[src/rtl/core/aefr_pkg.sv]
// Shared types and constants for the ATIS event frame reconstruction block.
`default_nettype none
package aefr_pkg;

  localparam int unsigned DEF_IMG_WIDTH  = 256;
  localparam int unsigned DEF_IMG_HEIGHT = 256;
  localparam int unsigned DEF_FRAC_BITS  = 16;

  localparam logic [1:0] CFG_MAX_INTEGRATION = 2'd0;
  localparam logic [1:0] CFG_GRAY_THRESHOLD  = 2'd1;
  localparam logic [1:0] CFG_TOTAL_FRAMES    = 2'd2;

  localparam logic [5:0]  RST_MAX_INTEGRATION = 6'd8;
  localparam logic [15:0] RST_GRAY_THRESHOLD  = 16'd255;
  localparam logic [15:0] RST_TOTAL_FRAMES    = 16'hFFFF;

  localparam logic OP_EVENT = 1'b0;
  localparam logic OP_END   = 1'b1;

  localparam logic POL_START = 1'b0;
  localparam logic POL_END   = 1'b1;

  localparam logic KIND_WRITE   = 1'b0;
  localparam logic KIND_ADVANCE = 1'b1;

  localparam logic [7:0] GRAY_MAX = 8'hFF;

  typedef enum logic [2:0] {
    S_CLEAR,
    S_IDLE,
    S_EVAL,
    S_READ,
    S_CHECK,
    S_DIV,
    S_LOOP,
    S_FINISH
  } state_t;

endpackage
`default_nettype wire

[src/rtl/core/aefr_div.sv]
// Shared restoring divider: one quotient bit per cycle, result saturated at 255.
`default_nettype none
module aefr_div
  import aefr_pkg::*;
#(
  parameter int unsigned FRAC_BITS = DEF_FRAC_BITS,
  localparam int unsigned NW = 16 + FRAC_BITS,
  localparam int unsigned DW = 6 + FRAC_BITS
) (
  input  wire logic          clk,
  input  wire logic          rst,
  input  wire logic          start,
  input  wire logic [NW-1:0] num,
  input  wire logic [DW-1:0] den,
  output logic               busy,
  output logic [7:0]         quot
);

  logic [NW-1:0] rem;
  logic [NW-1:0] dsh;
  logic [7:0]    q;
  logic          sat;
  logic [3:0]    cnt;

  always_ff @(posedge clk) begin
    if (rst) begin
      busy <= 1'b0;
      cnt  <= 4'd0;
    end else if (start) begin
      busy <= 1'b1;
      cnt  <= 4'd8;
      rem  <= num;
      dsh  <= NW'(den) << 7;
      sat  <= (num >= (NW'(den) << 8));
      q    <= 8'd0;
    end else if (busy) begin
      if (rem >= dsh) begin
        rem <= rem - dsh;
        q   <= {q[6:0], 1'b1};
      end else begin
        q   <= {q[6:0], 1'b0};
      end
      dsh <= dsh >> 1;
      cnt <= cnt - 4'd1;
      if (cnt == 4'd1) begin
        busy <= 1'b0;
      end
    end
  end

  assign quot = sat ? GRAY_MAX : q;

endmodule
`default_nettype wire

[config.mk]
export PLATFORM = sky130hd
export DESIGN_NAME = aefr_div
export DESIGN_NICKNAME = d
export VERILOG_FILES = /design/src/rtl/core/aefr_pkg.sv /design/src/rtl/core/aefr_div.sv
export SDC_FILE = /design/constraint.sdc
export NUM_CORES = 1
export LEC_CHECK = 0
export BUFFER_PORTS_ARGS = -buffer_cell sky130_fd_sc_hd__buf_2
export CELL_PAD_IN_SITES_DETAIL_PLACEMENT = 2
export CELL_PAD_IN_SITES_GLOBAL_PLACEMENT = 2
export CORE_MARGIN = 3
export CORE_UTILIZATION = 25
export CTS_CLUSTER_DIAMETER = 60
export CTS_CLUSTER_SIZE = 12
export DETAILED_ROUTE_END_ITERATION = 8
export HOLD_SLACK_MARGIN = 0.02
export PLACE_DENSITY = 0.59
export SLEW_MARGIN = 25
export SYNTH_ARGS = -nofsm -noshare
export SYNTH_HDL_FRONTEND = slang
export SYNTH_SLANG_ARGS = --single-unit
[constraint.sdc]
create_clock -name clk -period 4.1 [get_ports clk]
set_input_delay 0 -clock clk [delete_from_list [all_inputs] [get_ports clk]]
set_output_delay 0 -clock clk [all_outputs]
set_load 0.05 [all_outputs]
==> results of run 1 <==
-- layout make-up --
| class | instances | area share (%) |
|---|---|---|
| clock buffer | 9 | 3.22 |
| clock inverter | 7 | 1.52 |
| inverter | 61 | 3.28 |
| multi-input combinational | 445 | 43.0 |
| sequential | 75 | 31.5 |
| tap | 280 | 5.02 |
| timing repair buffer | 120 | 12.5 |
-- path summary, 6_finish.rpt --
check / startpoint / endpoint / slack, ps
setup / recovery: rem[8]$_DFFE_PP_ / rem[18]$_DFFE_PP_ / 480
hold / removal: num[0] / rem[0]$_DFFE_PP_ / 40
setup reg to reg: rem[8]$_DFFE_PP_ / rem[18]$_DFFE_PP_ / 480
hold reg to reg: cnt[1]$_SDFFE_PP0P_ / cnt[1]$_SDFFE_PP0P_ / 520
-- registers in the layout, summed over array words and instances, names as in the netlist --
| signal | cells |
|---|---|
| busy | 1 |
| cnt | 4 |
| dsh | 29 |
| q | 8 |
| rem | 32 |
| sat | 1 |
-- layout by cell type, fill, tap and decap left out, types with 5 or more instances in the layout --
master,synthesis,layout
dlygate4sd3_1,0,52
nor3_1,14,14
nor2_1,31,30
xor2_1,9,9
a211oi_1,7,7
or2_2,10,10
nand2_1,68,68
inv_1,61,61
ha_1,53,53
nand4_1,10,10
nand2b_1,7,7
dfxtp_1,5,5
o211ai_1,7,7
a21o_1,19,19
a21oi_1,40,40
a31oi_1,5,5
o21ai_0,63,63
buf_2,1,64
clkbuf_16,0,9
edfxtp_1,70,70
nand3_1,6,6
nor2b_1,14,14
xnor2_1,16,16
-- worst max-delay path, stage by stage, from the launching register on --
cell and delay, ps:
edfxtp_1 370, ha_1 410, nand2_1 120, or3_2 500, o211ai_1 360, a211o_1 240, o21ai_0 100, a22oi_1 210
o21a_1 490, buf_4 460
-- stage by stage --
step                      hold WS [ps]  power, mW
after global placement             296       1.71
after global routing              73.3       2.83
after CTS                         40.9       2.70
final                             37.2       2.66
after detailed placement           301       1.73
after floorplan                   69.1       1.54
-- where the power goes --
part | total [mW] | switching, mW | internal (mW)
sequential | 0.948 | 0.0239 | 0.924
combinational | 0.794 | 0.469 | 0.325
clock | 0.919 | 0.373 | 0.546
total | 2.66 | 0.866 | 1.79
-- cell families after synthesis --
group	Yosys count	share of synthesized area, %
multiplexers	5	1.02
AND/OR/NAND/NOR	182	15.9
buffers and inverters	92	8.18
XOR/XNOR	25	3.87
adder cells (fa/ha/maj)	54	12.1
AO/OA/AOI/OAI	179	20.1
flip-flops	75	38.9
-- what timing repair did --
item                                    in CTS  in global routing
hold buffers                                52                  0
hold endpoints to repair                    55                  0
endpoints found under the setup margin       0                  0
-- routing by layer --
metal | up-vias | wire (um) | track usage [%]
met3 | 13 | 458 | 2.77
met5 | - | 0 | 0
met4 | 0 | 154 | 2.92
met1 | 2391 | 7830 | 18.4
li1 | 2396 | - | -
met2 | 55 | 8500 | 25.6
==> impl_metrics.tcl, run 1 <==
set metrics [dict create \
    yosysWarnings 0 \
    critical_path_arrival_ps 3630 \
    period_share_pct 88.2 \
    grt_max_degree 63 \
    relSlewSlack_pct 59.9 \
    netlist_top_cells_area "edfxtp_1 (37%), ha_1 (12%), o21ai_0 (5.6%)" \
    finClkSkew_ps 7.33 \
    cts-resized-gates 0 \
    pin_count 66 \
    multiInputGateArea_sq_um 3000 \
    gp_congestion 0.748 \
    syn2layout_area_growth_pct 23.4 \
    min_path_cells 3 \
    clock_path_buffers 2 \
    seq_area_sq_um 2200 \
    grt_pass1_wl_mm 28.3 \
    route.detailed.wl_per_inst_um 17.0 \
    status "finished, final reports clean" \
    ctsRootBufferMaster "clkbuf_16" \
    rr_worst_depth 9 \
    worst_slack_ps 482 \
    synth_edf_count 70 \
    final_cell_area_sq_um 6990 \
    netlist.area_leader.share_pct 37.1 \
    synth_ff_type "edfxtp_1" \
    track_usage_pct 14.5 \
    nFillCells 2502 \
    grt_pass1_vias 5360 \
    remaining_drc_errors 0 \
    layout-drive-gt1-share_pct 16.2 \
    via_per_inst 4.87 \
    setup_tns_ps 0 \
    fmax_mhz 276 \
    ys_seq_area_share_pct 38.9 \
    postSynthAreaPerCell_sq_um 9.25 \
    initial_core_util_pct 25.7 \
    hold_path.class "primary input to flip-flop" \
    cts_max_level 3 \
    nNetsFinal 823 \
    yosysMostFrequentCell "edfxtp_1" \
    grt_setup_unrepaired "false" \
    cts_setup_buffers 0 \
    synth_cell_type_count 64 \
    die-area_sq_um 24500 \
    cts_buffers 9 \
    wl_mm 16.9 \
    syn-cell-area_sq_um 5660 \
    ys_ff_latch 75 \
    worstPathRequired_ps 4110 \
    die_h_um 156 \
    final_core_util_pct 31.7 \
    final_max_slew_viol_count 0 \
    cts_tree "built" \
    ant_nets 0 \
    powerDensity_nw_per_um2 381 \
    dp.cells 929 \
    insertion_delay_ps 350 \
    rows 54 \
    endpoint_kind "flip-flop" \
    hold_violations 0 \
    maxCapViolations 0 \
    clk_pin_slew_ps 70 \
    ir_drop_mv 0.171 \
    first_pass_iters 4 \
    antenna_found_initial 0 \
    num_vias 4855 \
    port_buffers 65 \
    cp_max_fo 23 \
    async_flop_share_pct 0 \
    core_area_sq_um 22000 \
    clock_sinks 75 \
    place_area_sq_um 6130 \
    cp-start-kind "flip-flop" \
    yosys.area.top_type "edfxtp_1" \
    syn_inst 612 \
    worst_pin_slew_ps 598 \
    dp_hpwl_mm 12.5 \
    p_leak_nw 3.00 \
    synth.top_cells.by_count "edfxtp_1 (70), nand2_1 (68), o21ai_0 (63)" \
    chipWidth_um 156 \
    synth.net_count 723 \
    n_antenna_cell 0 \
    setup_viol 0 \
    critical_path_class "flip-flop to flip-flop" \
    instances_no_fill 997 \
    finalCriticalPeriod_ps 3620 \
    first_iter_violations 200 \
    dp_slack_ps 503 \
    grt.overflow.total 0 \
]
Power figures use the tool's default switching activity.
==> run 2: changes to the inputs <==
--- a/config.mk
+++ b/config.mk
@@ -15,6 +15,7 @@
 export DETAILED_ROUTE_END_ITERATION = 8
 export HOLD_SLACK_MARGIN = 0.02
 export PLACE_DENSITY = 0.59
+export RECOVER_POWER = 50
 export SLEW_MARGIN = 25
 export SYNTH_ARGS = -nofsm -noshare
 export SYNTH_HDL_FRONTEND = slang
==> impl_metrics.tcl, run 2 (synthesized netlist as in run 1, its figures left out) <==
set metrics [dict create \
    critical_path_arrival_ps 3620 \
    cp_max_fo 23 \
    port_buffers 65 \
    track_usage_pct 14.5 \
    dp_hpwl_mm 12.5 \
    remaining_drc_errors 0 \
    place_area_sq_um 6130 \
    layout_common_cells "edfxtp_1 (70), nand2_1 (68), o21ai_0 (63)" \
    largest_reg_flops 32 \
    mostFrequentLayoutCell "edfxtp_1" \
    die_h_um 156 \
    rows 54 \
    r2r_start "rem[8]$_DFFE_PP_" \
    seq_area_sq_um 2200 \
    nFillCells 2502 \
    rrSetupSlack_ps 490 \
    grt_pass1_vias 5360 \
    regMostFlops "rem" \
    wl_mm 17.0 \
    grt_pass1_wl_mm 28.3 \
    cts_setup_buffers 0 \
    n_antenna_cell 0 \
    hold_violations 0 \
    chipWidth_um 156 \
    finalCriticalPeriod_ps 3610 \
    antenna_found_initial 0 \
    insertion_delay_ps 350 \
    cts_max_level 3 \
    pin_count 66 \
    instances_no_fill 997 \
    r2r-end "rem[18]$_DFFE_PP_" \
    clk_pin_slew_ps 70 \
    final_cell_area_sq_um 6970 \
    first_iter_violations 205 \
    maxCapViolations 1 \
    period_share_pct 88.1 \
    worstPathRequired_ps 4110 \
    setup_tns_ps 0 \
    hold_path.class "primary input to flip-flop" \
    route.detailed.wl_per_inst_um 17.0 \
    worst_pin_slew_ps 2470 \
    largest_registers "rem: 32 flops, dsh: 29 flops, q: 8 flops" \
    num_vias 4848 \
    p_leak_nw 2.97 \
    syn2layout_area_growth_pct 23.1 \
    nNetsFinal 823 \
    clock_path_buffers 2 \
    multiInputGateArea_sq_um 3000 \
    relSlewSlack_pct -64.7 \
    violations "max-capacitance violations, max-slew violations" \
    cp-start-kind "flip-flop" \
    ctsRootBufferMaster "clkbuf_16" \
    layout-drive-gt1-share_pct 14.8 \
    gp_congestion 0.748 \
    whs_endpoint "rem[0]$_DFFE_PP_" \
    grt.overflow.total 0 \
    cts_buffers 9 \
    core_area_sq_um 22000 \
    status "complete, but fails checks" \
    via_per_inst 4.86 \
    grt_max_degree 63 \
    endpoint_kind "flip-flop" \
    cts_tree "built" \
    initial_core_util_pct 25.7 \
    ir_drop_mv 0.171 \
    critical_path_class "flip-flop to flip-flop" \
    min_path_cells 3 \
    dp.cells 929 \
    hold_start "num[0]" \
    ant_nets 0 \
    grt_setup_unrepaired "false" \
    finClkSkew_ps 7.10 \
    final_max_slew_viol_count 62 \
    fmax_mhz 277 \
    die-area_sq_um 24500 \
    setup_viol 0 \
    rr_worst_depth 9 \
    first_pass_iters 4 \
    powerDensity_nw_per_um2 382 \
    clock_sinks 75 \
]
## run 2: cell count changes in the layout (fill, tap and decap cells not counted), sizes merged
cell    delta
buf       -12
clkbuf    +12
## run 2: routing by layer
layer  global-route usage (%)  vias to the layer above  routed length, um
met5                        0                        -                  0
met4                     2.92                        0                156
met3                     2.77                       13                443
met2                     25.6                       53               8500
met1                     18.4                     2387               7860
li1                         -                     2395                  -
## run 2: final cells by class
| type | count | share of cell area (%) |
|---|---|---|
| well taps | 280 | 5.03 |
| repair buffers | 120 | 12.2 |
| clock inverters | 7 | 1.53 |
| flip-flops and latches | 75 | 31.6 |
| clock buffers | 9 | 3.23 |
| inverters | 61 | 3.29 |
| multi-input cells | 445 | 43.1 |
## run 2: how the worst max path moves through the flow
stage / slack, ps / end / from
after detailed placement: 500 / rem[18]$_DFFE_PP_ / rem[10]$_DFFE_PP_
after CTS: 450 / rem[18]$_DFFE_PP_ / rem[8]$_DFFE_PP_
after floorplan: 310 / rem[0]$_DFFE_PP_ / busy$_SDFF_PP0_
after global routing: 160 / rem[18]$_DFFE_PP_ / rem[8]$_DFFE_PP_
after global placement: 660 / rem[20]$_DFFE_PP_ / rem[8]$_DFFE_PP_
final: 490 / rem[18]$_DFFE_PP_ / rem[8]$_DFFE_PP_
## run 2: critical path: stages (launching register included)
cell and delay (ps):
edfxtp_1 370, ha_1 410, nand2_1 120, or3_2 500, o211ai_1 360, a211o_1 240
o21ai_0 100, a22oi_1 210, o21a_1 480, buf_4 460
## run 2: timing repair
item / 4_1_cts / 5_1_grt
hold buffers: 52 / 0
hold endpoints to repair: 55 / 0
resized for setup: 0 / 0
endpoints found under the setup margin: 0 / 0
## run 2: stage by stage
| stage | hold slack [ps] | total power [mW] | utilization [%] | setup slack, ps |
|---|---|---|---|---|
| after global routing | 73.3 | 2.83 | 31.6 | 162 |
| after global placement | 296 | 1.71 | 27.8 | 657 |
| after detailed placement | 301 | 1.73 | 27.8 | 503 |
| after CTS | 40.9 | 2.70 | 31.7 | 452 |
| after floorplan | 69.1 | 1.54 | - | 307 |
| final | 36.7 | 2.66 | 31.6 | 487 |
## run 2: where the power goes
| part | switching [mW] | internal (mW) | leakage, nW |
|---|---|---|---|
| clock network | 0.372 | 0.546 | 0.163 |
| logic | 0.470 | 0.323 | 2.09 |
| registers | 0.0240 | 0.925 | 0.716 |
==> run 3: changes to the inputs <==
--- a/config.mk
+++ b/config.mk
@@ -14,7 +14,7 @@
 export CTS_CLUSTER_SIZE = 12
 export DETAILED_ROUTE_END_ITERATION = 8
 export HOLD_SLACK_MARGIN = 0.02
-export PLACE_DENSITY = 0.59
+export PLACE_DENSITY_LB_ADDON = 0.1
 export RECOVER_POWER = 50
 export SLEW_MARGIN = 25
 export SYNTH_ARGS = -nofsm -noshare
==> impl_metrics.tcl, run 3 (synthesized netlist as in run 1, its figures left out) <==
set metrics [dict create \
    status "complete, but fails checks" \
    violations "max-capacitance violations, max-slew violations" \
    gp_congestion 0.799 \
    ctsRootBufferMaster "clkbuf_16" \
    initial_core_util_pct 25.7 \
    clk_pin_slew_ps 60 \
    grt_max_degree 73 \
    p_sw_share_pct 33.3 \
    via_per_inst 4.83 \
    route.detailed.wl_per_inst_um 17.2 \
    pin_count 66 \
    finalCriticalPeriod_ps 3610 \
    critical_path_class "flip-flop to flip-flop" \
    min_path_cells 3 \
    whs_endpoint "rem[31]$_DFFE_PP_" \
    rows 54 \
    hold_violations 0 \
    cp_max_fo 19 \
    layout_common_cells "edfxtp_1 (70), nand2_1 (68), o21ai_0 (63)" \
    first_pass_iters 4 \
    die_h_um 156 \
    nNetsFinal 821 \
    die-area_sq_um 24500 \
    wl_mm 17.2 \
    dp.cells 929 \
    cts_max_level 3 \
    cts_buffers 9 \
    worst_pin_slew_ps 2080 \
    rr_worst_depth 12 \
    cts_setup_buffers 0 \
    critical_path_arrival_ps 3700 \
    setup_tns_ps 0 \
    p_switching_mw 0.840 \
    cp-start-kind "flip-flop" \
    setup_viol 0 \
    clock_sinks 75 \
    first_iter_violations 149 \
    period_share_pct 88.0 \
    mostFrequentLayoutCell "edfxtp_1" \
    track_usage_pct 14.5 \
    p_comb_share_pct 31.3 \
    fmax_mhz 277 \
    cts_tree "built" \
    hold_start "num[31]" \
    dp_hpwl_mm 12.9 \
    regMostFlops "rem" \
    remaining_drc_errors 0 \
    clock_path_buffers 2 \
    internal_power_mw 1.68 \
    sequentialPowerShare_pct 37.7 \
    port_buffers 65 \
    largest_reg_flops 32 \
    finClkSkew_ps 9.37 \
    rrSetupSlack_ps 490 \
    largest_registers "rem: 32 flops, dsh: 29 flops, q: 8 flops" \
    grt.overflow.total 0 \
    endpoint_kind "flip-flop" \
    antenna_found_initial 0 \
    insertion_delay_ps 350 \
    r2r_start "rem[0]$_DFFE_PP_" \
    maxCapViolations 1 \
    grt_pass1_wl_mm 28.3 \
    power.share.clock_pct 31.0 \
    grt_pass1_vias 5274 \
    worstPathRequired_ps 4200 \
    hold_path.class "primary input to flip-flop" \
    instances_no_fill 995 \
    relSlewSlack_pct -38.4 \
    layout-drive-gt1-share_pct 14.7 \
    syn2layout_area_growth_pct 22.1 \
    cts-resized-gates 0 \
    ant_nets 0 \
    grt_setup_unrepaired "false" \
    final_max_slew_viol_count 52 \
    n_antenna_cell 0 \
    powerDensity_nw_per_um2 365 \
    ir_drop_mv 0.193 \
    p_leak_nw 2.93 \
    num_vias 4805 \
    core_area_sq_um 22000 \
    r2r-end "rem[22]$_DFFE_PP_" \
    chipWidth_um 156 \
]
==> run 3: metrics by stage <==
step / cell area [sq um] / utilization (%) / hold WS (ps) / power (mW) / setup WS [ps]
floorplan: 5660 / - / 69.1 / 1.54 / 307
global placement: 6150 / 27.9 / 292 / 1.72 / 640
detailed placement: 6150 / 27.9 / 306 / 1.73 / 477
CTS: 6930 / 31.5 / 34.0 / 2.57 / 443
global route: 6910 / 31.4 / 45.0 / 2.70 / 193
finish: 6910 / 31.4 / 45.5 / 2.52 / 494
==> run 3: area by class of cell <==
class,instances,area (sq um)
inverter,61,229
clock buffer,11,243
tap,280,350
timing repair buffer,118,843
fill,2491,15100
clock inverter,5,40.0
sequential,75,2200
multi-input combinational,445,3000
==> run 3: power groups by stage <==
| stage | sequential [mW] | combinational, mW | clock [mW] |
|---|---|---|---|
| 2_1_floorplan | 0.961 | 0.578 | 0 |
| 3_3_place_gp | 0.963 | 0.755 | 0 |
| 3_5_place_dp | 0.966 | 0.768 | 0 |
| 4_1_cts | 0.950 | 0.811 | 0.808 |
| 5_1_grt | 0.957 | 0.905 | 0.834 |
| 6_report | 0.949 | 0.789 | 0.780 |
==> run 3: critical path, cell delays in order, from the launching register on <==
cell and delay, ps:
edfxtp_1 370, inv_1 70, ha_1 150, inv_1 60, fa_1 430, a21o_2 250, a221oi_4 340, o211ai_1 250
a211o_1 360, o21ai_0 180, a22oi_1 110, o21a_1 480, buf_12 310
==> run 3: how the worst max path moves through the flow <==
stage	from	end	slack (ps)	cells after the start
after global placement	rem[0]$_DFFE_PP_	rem[25]$_DFFE_PP_	640	12
after floorplan	busy$_SDFF_PP0_	rem[0]$_DFFE_PP_	310	3
after detailed placement	rem[0]$_DFFE_PP_	rem[25]$_DFFE_PP_	480	12
after CTS	rem[0]$_DFFE_PP_	rem[27]$_DFFE_PP_	440	12
after global routing	rem[0]$_DFFE_PP_	rem[22]$_DFFE_PP_	190	12
final	rem[0]$_DFFE_PP_	rem[22]$_DFFE_PP_	490	12
==> run 3: per-layer routing <==
metal / GRT usage (%) / vias up / wire length [um]
li1: - / 2380 / -
met1: 18.3 / 2375 / 7790
met2: 25.7 / 40 / 8820
met3: 2.90 / 10 / 362
met4: 3.13 / 0 / 178
met5: 0 / - / 0
==> run 3: repair_timing <==
action / 4_1_cts / 5_1_grt
setup endpoints to repair: 0 / 0
hold buffers: 50 / 0
endpoints found under the hold margin: 54 / 0
