## config.mk

```make
export PLATFORM = sky130hd
export DESIGN_NAME = aefr_ram
export DESIGN_NICKNAME = d
export VERILOG_FILES = /design/src/rtl/core/aefr_ram.sv
export SDC_FILE = /design/constraint.sdc
export NUM_CORES = 1
export LEC_CHECK = 0
export BUFFER_PORTS_ARGS = -buffer_cell sky130_fd_sc_hd__buf_2
export CAP_MARGIN = 40
export CORE_ASPECT_RATIO = 0.75
export CORE_UTILIZATION = 54
export DETAILED_ROUTE_END_ITERATION = 16
export GPL_TIMING_DRIVEN = 0
export PLACE_DENSITY_LB_ADDON = 0.05
export SLEW_MARGIN = 15
export SYNTH_ARGS = -nofsm -noshare
export SYNTH_HDL_FRONTEND = slang
export SYNTH_SLANG_ARGS = --single-unit
```

## constraint.sdc

```tcl
create_clock -name clk -period 1.6 [get_ports clk]
set_input_delay 0.08 -clock clk [delete_from_list [all_inputs] [get_ports clk]]
set_output_delay 0.08 -clock clk [all_outputs]
set_load 0.01 [all_outputs]
```

## src/rtl/core/aefr_ram.sv

```systemverilog
// Generic single-write, single-read RAM with registered read data.
`default_nettype none
module aefr_ram #(
  parameter int unsigned WIDTH = 8,
  parameter int unsigned DEPTH = 16,
  localparam int unsigned AW = (DEPTH > 1) ? $clog2(DEPTH) : 1
) (
  input  wire logic             clk,
  input  wire logic             we,
  input  wire logic [AW-1:0]    waddr,
  input  wire logic [WIDTH-1:0] wdata,
  input  wire logic [AW-1:0]    raddr,
  output logic      [WIDTH-1:0] rdata
);

  logic [WIDTH-1:0] mem [DEPTH];

  always_ff @(posedge clk) begin
    if (we) begin
      mem[waddr] <= wdata;
    end
    rdata <= mem[raddr];
  end

endmodule
`default_nettype wire

```

==> impl_results.md, run 1 <==
* # diodes at 0
* Drt pass-1 iters at 7
* WS Path Type: register to register
* Worst hold path type: input pin to register
* Finished layout cell area at around 0.0061 mm2
* Vias in the first global route at between 2,000 and 2,500
* Crit path DAT at roughly 1.7 ns
* Wire length on met3 at 754 um
* DR WL/cell at ~24 um
* Post-Syn Instances at 229
* Initial Util at a little under three fifths
* Unrepaired setup endpoints after global routing: no
* Slew HR at around 44%
* Worst Skew at around 0.0057 ns
* TritonCTS Buffers at 17
* YS warnings at 0
* Clk pin slew, worst setup/hold paths at roughly 0.06 ns
* Worst R2R End: rdata[2]$_DFF_P_
* Post-route minimum period at 1.423 ns
* Placement Cell Area at roughly 0.0054 mm2
* Final-report max-slew violation count at 0
* First-pass GRT wire length at around 14 mm
* GR Util All Layers at about 22%
* Clk root buf: clkbuf_16
* DRT Wirelength at between 9 and 10 mm
* Cell Rows at 30
* Fin nets at 290
* Post-synthesis net count at about 250
* CTS tree: done
* Cell chain of the critical path: mux4_1 -> a22oi_1 -> nand2_1
* GPL Wtd Cong at between 0.7 and 0.8
* Vias post-DR at roughly 2,400
* Core ar. at 0.009159 mm2
* Clock Path Buffers at 2
* Final Hold Viols at 0
* Synth Register Bits at ~140
* Max incr delay on CP at a little under 0.6 ns
* Ratio of cells with drive above 1 in the final layout at slightly below 30%
* Tcrit/Tclk final at between 80% and 90%
* CP Data Required Time at roughly 1.9 ns
* Max Fclk at about 700 MHz
* Hpwl dp at 6.148 mm
* Die area at 0.009931 mm2
* Met1 Routed Length at 4.590 mm
* Clk_lat worst skew at between 0.4 and 0.5 ns
* # setup viols final at 0
* Buffers & Inverters on Critical Path at 0
* Initial DRC count at about 160
* Post-synthesis cell area at between 0.005 and 0.006 mm2
* Leak pwr at between 0.002 and 0.0025 uW
* Status: finished, final reports clean
* Cell variety after synth at 19
* Post-synthesis sequential area ratio at between 70 and 80%
* Min Hold Slack at about 0.076 ns
* Max H-tree Level at 4
* Clk sink count at between 100 and 150
* Worst reg2reg path depth at 3
* Worst reg2reg path startpoint: mem[5][2]$_DFFE_PP_
* Via density at around 5.7
* CP endpoint kind: register
* Hold Crit Depth at 1
* CP startpoint kind: register
* Power Density at 1401 mW/mm2
* Residual DRC at 0
* Hold path startpoint: wdata[5]
* Reg2reg setup slack at around 0.18 ns
* Die W at around 110 um
* Remaining Overflow, GRT at 0
* Worst IR Drop VDD at around 1100 uV
* Post-CTS sizing at 0
* Layout area overhead at 18.13%
* Met2 WL at roughly 4.4 mm
* Largest net degree at the start of global routing at 17
* Die Ht at 86.56 um
* I/O pin cnt at 26
* CP max stage cell: mux4_1
* Hold_buf cts at 0
* Post-DRT Antenna Nets at 0
* Worst hold endpoint: mem[5][5]$_DFFE_PP_
* Crit path max-delay family: multiplexers
* Post CTS Setup Buffer Count at 0
* MaxCap Viol Count at 0
* Port buffer count at 24
* Top sig layer: met4
* Max FO, Critical Path at 1
* Initial antenna violation count at 0
* Slew @ Worst Pin at 0.8316 ns
* Syn avg cell area at around 22 um2
==> worst max-delay path by stage <==
stage          slack [ns]  cells after the start           startpoint                  end
2_1_floorplan        0.03                      2             waddr[2]  mem[0][0]$_DFFE_PP_
3_5_place_dp        -0.17                      3             waddr[2]  mem[3][7]$_DFFE_PP_
5_1_grt              0.12                      3  mem[5][2]$_DFFE_PP_     rdata[2]$_DFF_P_
4_1_cts              0.17                      3  mem[5][2]$_DFFE_PP_     rdata[2]$_DFF_P_
6_report             0.18                      3  mem[5][2]$_DFFE_PP_     rdata[2]$_DFF_P_
3_3_place_gp        -0.52                      3             waddr[2]  mem[0][7]$_DFFE_PP_
==> registers in the layout (all words and copies together), names as in the netlist <==
register	count
rdata	8
mem	128
==> metal layers <==
metal,vias to the layer above,track usage [%]
met1,1226,33.40
met5,-,0
met4,0,6.021
met3,4,8.042
li1,1058,-
met2,75,30.30
==> report_power, final <==
part / total, uW / internal, uW / switching [uW] / leakage [uW]
clock: 4120 / 2760 / 1370 / 0.000308
combinational: 391 / 159 / 233 / 0.000520
sequential: 4000 / 3990 / 17.2 / 0.00122
total: 8520 / 6900 / 1620 / 0.00205
==> worst reg2reg max path, delay by kind of cell, from the launching register on <==
| kind | cells | cell delay (ns) |
|---|---|---|
| AO/OA/AOI/OAI | 1 | 0.28 |
| AND/OR/NAND/NOR | 1 | 0.09 |
| flip-flops | 1 | 0.36 |
| multiplexers | 1 | 0.58 |
==> cells by family (layout without fill, tap and decap cells) <==
logic type      after synthesis  after routing  share of synthesized area (%)
compound gates               16             16                          2.334
buf+inv                      10             66                          1.677
flops                       136            136                          77.78
mux                          32             32                          15.02
simple gates                 35             35                          3.184
==> layout make-up <==
cell class / instances / area [um2]
buffer: 10 / 86.33
clock buffer: 23 / 488.0
clock inverter: 9 / 145.1
fill: 613 / 3078
multi-input combinational: 83 / 1077
sequential: 136 / 4004
tap: 128 / 160.2
timing repair buffer: 24 / 120.1
==> per-stage QoR <==
| step | power (uW) | util (%) | TNS [ns] | worst slack, ns | cells |
|---|---|---|---|---|---|
| finish | 8518 | 66.39 | 0 | 0.1771 | 413 |
| global route | 8750 | 66.39 | 0 | 0.1182 | 413 |
| CTS | 8562 | 66.39 | 0 | 0.1657 | 413 |
| detailed placement | 4469 | 59.48 | -4.519 | -0.1669 | 381 |
| global placement | 4455 | 59.26 | -12.45 | -0.5170 | 381 |
| floorplan | 4287 | - | 0 | 0.02713 | 229 |
==> Yosys cell counts <==
master,instances,area (um2)
nand2_1,9,33.78
buf_6,3,33.78
clkdlybuf4s25_2,3,30.03
and2b_1,1,7.510
dfxtp_1,8,160.2
mux4_1,14,367.9
nor2b_1,1,6.260
mux4_2,18,405.4
nor3_1,4,20.02
or3b_2,1,8.760
buf_4,1,7.510
nand3b_1,2,15.01
nand2b_1,2,12.51
buf_2,3,15.01
a22oi_1,16,120.1
nor2_1,13,48.80
nand3_1,1,5.000
edfxtp_1,128,3844
and2_1,1,6.260
==> cell usage in the layout, fill, tap and decap left out, drive strengths merged <==
cell type      count
nand2              9
edfxtp           128
nand2b             2
dfxtp              8
clkinvlp           1
or3b               1
nand3              1
clkdlybuf4s25      3
clkinv             4
clkbuf            23
nor2              13
and2b              1
bufinv             4
a22oi             16
nand3b             2
mux4              32
buf               31
nor3               4
nor2b              1
and2               1
Note: power is estimated with default switching activity, not from simulation.
==> run 2: changes to the inputs <==
CORE_UTILIZATION = 60   (was 54)
clock period = 1.7 ns   (was 1.6 ns; I/O delays follow)
==> impl_results.md, run 2 (synthesized netlist as in run 1, its figures left out) <==
* Status: finished, final reports clean
* Final Hold Viols at 0 (unchanged)
* Hpwl dp at 6.067 mm (-1.3%)
* Leak pwr at 0.002045 uW (-0.33%)
* Hold Crit Depth at 1 (unchanged)
* Remaining Overflow, GRT at 0 (unchanged)
* Clk sink count at 136 (unchanged)
* Post-DRT Antenna Nets at 0 (unchanged)
* MaxCap Viol Count at 0 (unchanged)
* Cell Rows at 28 (-6.7%)
* DR WL/cell at 25.01 um (+5.7%)
* Commonest non-fill, non-tap cell in the layout: edfxtp_1
* Max FFs per register at 128 (unchanged)
* Clock network fraction of total power at 48.1% (-0.3 points)
* Reg2reg setup slack at 0.28 ns (+0.10 ns)
* Initial Util at 63.61% (+7.4 points)
* Fin cells at 392 (-5.1%)
* Core ar. at 0.008093 mm2 (-12%)
* Clk pin slew, worst setup/hold paths at 0.06 ns (about the same)
* Comb pwr share at 4.6% (about the same)
* CP endpoint kind: register
* # diodes at 0 (unchanged)
* Initial DRC count at 239 (+54%)
* DRT Wirelength at 9.803 mm (+0.30%)
* GR Util All Layers at 25.19% (+3.2 points)
* Switching share of total power at 20.21% (+1.2 points)
* Worst R2R End: rdata[2]$_DFF_P_
* GPL Wtd Cong at 0.6969 (-0.84%)
* CP Data Required Time at 1.99 ns (+0.09 ns)
* Hold_buf cts at 0 (unchanged)
* Clk root buf: clkbuf_16
* Vias in the first global route at 2,436 (+6.2%)
* Slew HR at 46.51% (+2.2 points)
* Fin Setup TNS at 0 ns (unchanged)
* Worst hold endpoint: mem[14][4]$_DFFE_PP_
* Power Density at 1316 mW/mm2 (-6.0%)
* Clock Path Buffers at 2 (unchanged)
* Residual DRC at 0 (unchanged)
* Vias post-DR at 2,461 (+4.1%)
* Largest registers: mem (128), rdata (8)
* Post-CTS sizing at 0 (unchanged)
* Drt pass-1 iters at 6 (-1)
* Max H-tree Level at 4 (unchanged)
* Tcrit/Tclk final at 83.65% (-5.3 points)
* Switching power of the nets at 1609 uW (-0.43%)
* # setup viols final at 0 (unchanged)
* Fin nets at 292 (+0.69%)
* I/O pin cnt at 26 (unchanged)
* Clk_lat worst skew at 0.41 ns (about the same)
* Hold path startpoint: wdata[4]
* Max FO, Critical Path at 1 (unchanged)
* Post-route minimum period at 1.422 ns (-0.0008500 ns)
* Final-report max-slew violation count at 0 (unchanged)
* Crit path DAT at 1.72 ns (about the same)
* Placement Cell Area at 0.005421 mm2 (-0.48%)
* Finished layout cell area at 0.006050 mm2 (-0.51%)
* Slew @ Worst Pin at 0.7994 ns (-0.03228 ns)
* WS Path Type: register to register
* Final worst slack at 0.2779 ns (+0.1009 ns)
* Commonest cells after routing, fill and taps aside: 128 x edfxtp_1, 28 x buf_2, 18 x mux4_2
* Flop pwr share at 47.3% (+0.3 points)
* Cells after DPL at 360 (-5.5%)
* TritonCTS Buffers at 17 (unchanged)
* Die Ht at 82.22 um (-5.0%)
* Ratio of cells with drive above 1 in the final layout at 30.66% (+0.84 points)
* Largest net degree at the start of global routing at 17 (unchanged)
* Post CTS Setup Buffer Count at 0 (unchanged)
* First-pass GRT wire length at 14.71 mm (+3.9%)
* Worst hold path type: input pin to register
* Die area at 0.008957 mm2 (-9.8%)
* Pre-CTS WS at -0.08697 ns (+0.07998 ns)
* Max Fclk at 703.2 MHz (about the same)
* Largest Register: mem
* Die W at 109.0 um (-5.0%)
* CTS tree: done
* Worst reg2reg path depth at 3 (unchanged)
* Worst Skew at 0.009377 ns (+0.003653 ns)
* CP startpoint kind: register
* Initial antenna violation count at 0 (unchanged)
* Unrepaired setup endpoints after global routing: no
* Int Power at 6355 uW (-7.9%)
* Worst IR Drop VDD at 1088 uV (about the same)
* Layout area overhead at 17.53%
* Via density at 6.278 (+9.7%)
* Worst reg2reg path startpoint: mem[5][2]$_DFFE_PP_
* Port buffer count at 24 (unchanged)
* Final Util at 74.75% (+8.4 points)
## run 2: changes by cell type in the layout (fill, tap and decap cells not counted), moves of 2 or more
cell,change
clkbuf_1,-2
clkbuf_8,-4
clkinv_4,+4
clkinvlp_4,+3
nor3_1,+2
nor3_2,-2
## run 2: worst max-delay path by stage
stage,startpoint,to,slack (ns),depth (start not counted)
2_1_floorplan,waddr[2],mem[0][0]$_DFFE_PP_,0.12,2
3_3_place_gp,waddr[2],mem[0][7]$_DFFE_PP_,-0.45,3
3_5_place_dp,waddr[2],mem[2][2]$_DFFE_PP_,-0.09,3
4_1_cts,mem[5][2]$_DFFE_PP_,rdata[2]$_DFF_P_,0.26,3
5_1_grt,mem[5][2]$_DFFE_PP_,rdata[2]$_DFF_P_,0.26,3
6_report,mem[5][2]$_DFFE_PP_,rdata[2]$_DFF_P_,0.28,3
## run 2: layout make-up
class / count / area, um2
clock buffers: 17 / 425.4
clock inverters: 15 / 202.7
multi-input cells: 83 / 1067
repair buffers: 26 / 132.6
plain buffers: 10 / 86.33
fillers: 460 / 2043
well taps: 105 / 131.4
flip-flops and latches: 136 / 4004
## run 2: metal layers
metal	track usage (%)	vias to the layer above	share of wire, %
li1	-	1069	-
met1	38.56	1253	46
met2	34.97	122	45
met3	7.535	17	8.4
met4	8.378	0	1.5
met5	0	-	0
## run 2: per-stage QoR
stage / power (uW) / hold WS, ns
6_report: 7964 / 0.06815
2_1_floorplan: 4035 / 0.1839
3_3_place_gp: 4189 / 0.4771
4_1_cts: 8001 / 0.05256
3_5_place_dp: 4203 / 0.4759
5_1_grt: 8174 / 0.05534
## run 2: critical path, stage by stage, from the launching register on
cell      delay (ns)
edfxtp_1        0.36
mux4_1          0.60
a22oi_1         0.27
nand2_1         0.08
## run 2: power groups by stage
stage	Sequential [uW]	Clock, uW	Combinational [uW]
2_1_floorplan	3840	0	190
3_3_place_gp	3830	0	357
3_5_place_dp	3840	0	367
4_1_cts	3770	3860	368
5_1_grt	3770	4010	393
6_report	3770	3830	367
==> run 3: changes to the inputs <==
ABC_AREA = 1   (was default)
CORE_UTILIZATION = 55   (was 60)
clock period = 1.25 ns   (was 1.7 ns; I/O delays follow)
==> impl_results.md, run 3 <==
* YS warnings at 0 (unchanged)
* Final Hold Viols at 0 (unchanged)
* Leak pwr at 0.002924 uW (+43%)
* Via density at 5.255 (-16%)
* Clock network fraction of total power at 46.3% (-1.8 points)
* Post-synth EDFFs at 128 (unchanged)
* Cell Rows at 31 (+11%)
* First-pass GRT wire length at 20.98 mm (+43%)
* I/O pin cnt at 26 (unchanged)
* Initial antenna violation count at 0 (unchanged)
* Buffers & Inverters on Critical Path at 1 (+1)
* Main synth FF type: edfxtp_1
* # diodes at 0 (unchanged)
* Synth top area share at 66.65% (-8.0 points)
* Vias post-DR at 3,894 (+58%)
* Layout area overhead at 15.67%
* Cell chain of the critical path: inv_1 -> nand2_1 -> nand3_1 -> nand3_1 -> nand3_1 -> nand2_1
* Comb pwr share at 6.4% (+1.8 points)
* Final-report max-slew violation count at 0 (unchanged)
* Top-count cell post-synth: nand2_1
* Fin cells at 741 (+89%)
* Post-synth ARST share at 0% (unchanged)
* Largest registers: mem (128), rdata (8)
* Die Ht at 90.68 um (+10%)
* WS Path Type: register to register
* Post-Syn Instances at 551 (+140%)
* Die area at 0.01090 mm2 (+22%)
* CP max stage cell: edfxtp_1
* Max H-tree Level at 4 (unchanged)
* Hold path startpoint: raddr[2]
* Clk_lat worst skew at 0.41 ns (about the same)
* Post-CTS sizing at 0 (unchanged)
* Core ar. at 0.009930 mm2 (+23%)
* Status: finished, final reports clean
* Initial DRC count at 463 (+94%)
* Worst R2R End: rdata[7]$_DFF_P_
* Max Fclk at 926.4 MHz (+32%)
* Commonest cells after routing, fill and taps aside: 173 x nand2_1, 128 x edfxtp_1, 100 x inv_1
* Post-synthesis sequential area ratio at 69.43% (-8.4 points)
* Worst Skew at 0.005473 ns (-0.003905 ns)
* CP Data Required Time at 1.53 ns (-0.46 ns)
* Clk pin slew, worst setup/hold paths at 0.05 ns (about the same)
* Worst IR Drop VDD at 1410 uV (+30%)
* Finished layout cell area at 0.006670 mm2 (+10%)
* Tcrit/Tclk final at 86.36% (+2.7 points)
* Worst hold endpoint: rdata[1]$_DFF_P_
* Flop pwr share at 47.3% (about the same)
* GPL Wtd Cong at 0.8613 (+24%)
* Unrepaired setup endpoints after global routing: no
* Clk root buf: clkbuf_16
* CP dominant cell by count: nand3_1
* Post-DRT Antenna Nets at 0 (unchanged)
* Post-synthesis net count at 569 (+130%)
* Int Power at 8582 uW (+35%)
* GR Util All Layers at 27.61% (+2.4 points)
* Post-synthesis cell area at 0.005767 mm2 (+12%)
* Cell variety after synth at 12 (-7)
* Post-route minimum period at 1.079 ns (-0.3426 ns)
* Synth area leader: edfxtp_1
* Largest Register: mem
* Hold Crit Depth at 4 (+3)
* Pre-CTS WS at -0.2608 ns (-0.1738 ns)
* Switching power of the nets at 2253 uW (+40%)
* Port buffer count at 22 (-8.3%)
* DRT Wirelength at 14.08 mm (+44%)
* Hpwl dp at 9.118 mm (+50%)
* Post CTS Setup Buffer Count at 0 (unchanged)
* DR WL/cell at 19.01 um (-24%)
* Slew @ Worst Pin at 0.8443 ns (+0.04498 ns)
* Synth Register Bits at 136 (unchanged)
* Clock Path Buffers at 2 (unchanged)
* Commonest non-fill, non-tap cell in the layout: nand2_1
* Residual DRC at 0 (unchanged)
* Placement Cell Area at 0.006050 mm2 (+12%)
* Clk sink count at 136 (unchanged)
* Switching share of total power at 20.80% (+0.59 points)
* Die W at 120.2 um (+10%)
* Cells after DPL at 706 (+96%)
* Hold_buf cts at 0 (unchanged)
* Ratio of cells with drive above 1 in the final layout at 12.64% (-18 points)
* CP endpoint kind: register
* Initial Util at 58.08% (-5.5 points)
* Worst reg2reg path depth at 6 (+3)
* Commonest cells post-synth: 173 x nand2_1, 128 x edfxtp_1, 100 x inv_1
* Max incr delay on CP at 0.37 ns (-0.23 ns)
* TritonCTS Buffers at 17 (unchanged)
* Largest net degree at the start of global routing at 17 (unchanged)
* Worst hold path type: input pin to register
* # setup viols final at 0 (unchanged)
* Vias in the first global route at 3,543 (+45%)
* CTS tree: done
* Reg2reg setup slack at 0.17 ns (-0.11 ns)
* Crit path max-delay family: simple AND/OR/NAND/NOR gates
* Power Density at 1624 mW/mm2 (+23%)
* Fin nets at 615 (+110%)
* Max FO, Critical Path at 1 (unchanged)
* Worst reg2reg path startpoint: mem[13][7]$_DFFE_PP_
* CP startpoint kind: register
* MaxCap Viol Count at 0 (unchanged)
* Max FFs per register at 128 (unchanged)
* Synth area leaders: edfxtp_1 67%, nand2_1 11%, nand3_1 8.4%
* Drt pass-1 iters at 5 (-1)
* Slew HR at 43.50% (-3.0 points)
* Syn avg cell area at 10.47 um2 (-53%)
* Final worst slack at 0.1705 ns (-0.1074 ns)
* Crit path DAT at 1.36 ns (-0.36 ns)
* Remaining Overflow, GRT at 0 (unchanged)
## run 3: power groups by stage
stage / Combinational (uW) / Clock, uW / Sequential, uW
2_1_floorplan: 360 / 0 / 5230
3_3_place_gp: 661 / 0 / 5220
3_5_place_dp: 670 / 0 / 5220
4_1_cts: 678 / 5050 / 5130
5_1_grt: 748 / 5250 / 5130
6_report: 691 / 5020 / 5130
## run 3: cell families after synthesis
family                 synth area share, %
buffers and inverters                9.525
flip-flops                           69.43
AND/OR/NAND/NOR                      21.05
## run 3: layout make-up
| class | instances | area, um2 |
|---|---|---|
| flip-flops and latches | 136 | 4004 |
| fillers | 782 | 3259 |
| multi-input cells | 289 | 1214 |
| clock buffers | 19 | 432.9 |
| inverters | 102 | 382.9 |
| plain buffers | 24 | 166.4 |
| well taps | 132 | 165.2 |
| clock inverters | 12 | 157.7 |
| repair buffers | 27 | 147.6 |
## run 3: per-stage QoR
step                      power, uW  util (%)  setup TNS [ns]  hold WS (ns)
after floorplan                5592         -               0        0.1614
after global placement         5877     60.85          -19.27        0.4588
after detailed placement       5889     60.92          -18.81        0.4562
after CTS                     10860     66.87               0       0.06780
after global routing          11130     67.17               0       0.07522
final                         10840     67.17               0       0.07125
## run 3: routing by layer
metal | track usage, % | vias to the layer above | routed length, um
met1 | 42.57 | 1828 | 6570
met5 | 0 | - | 0
li1 | - | 1864 | -
met2 | 37.98 | 191 | 5911
met4 | 6.070 | 0 | 147
met3 | 8.965 | 11 | 1455
## run 3: worst max-delay path by stage
stage,cells after the start,to,start
detailed placement,3,mem[5][4]$_DFFE_PP_,waddr[3]
CTS,3,mem[5][4]$_DFFE_PP_,waddr[3]
finish,6,rdata[7]$_DFF_P_,mem[13][7]$_DFFE_PP_
global placement,3,mem[7][1]$_DFFE_PP_,waddr[3]
global route,6,rdata[7]$_DFF_P_,mem[12][7]$_DFFE_PP_
floorplan,2,mem[10][0]$_DFFE_PP_,waddr[2]
## run 3: worst min-delay path: cells and delay by family
family	cells	cell delay [ns]
buffers and inverters	1	0.15
and+or+nand+nor	3	0.24
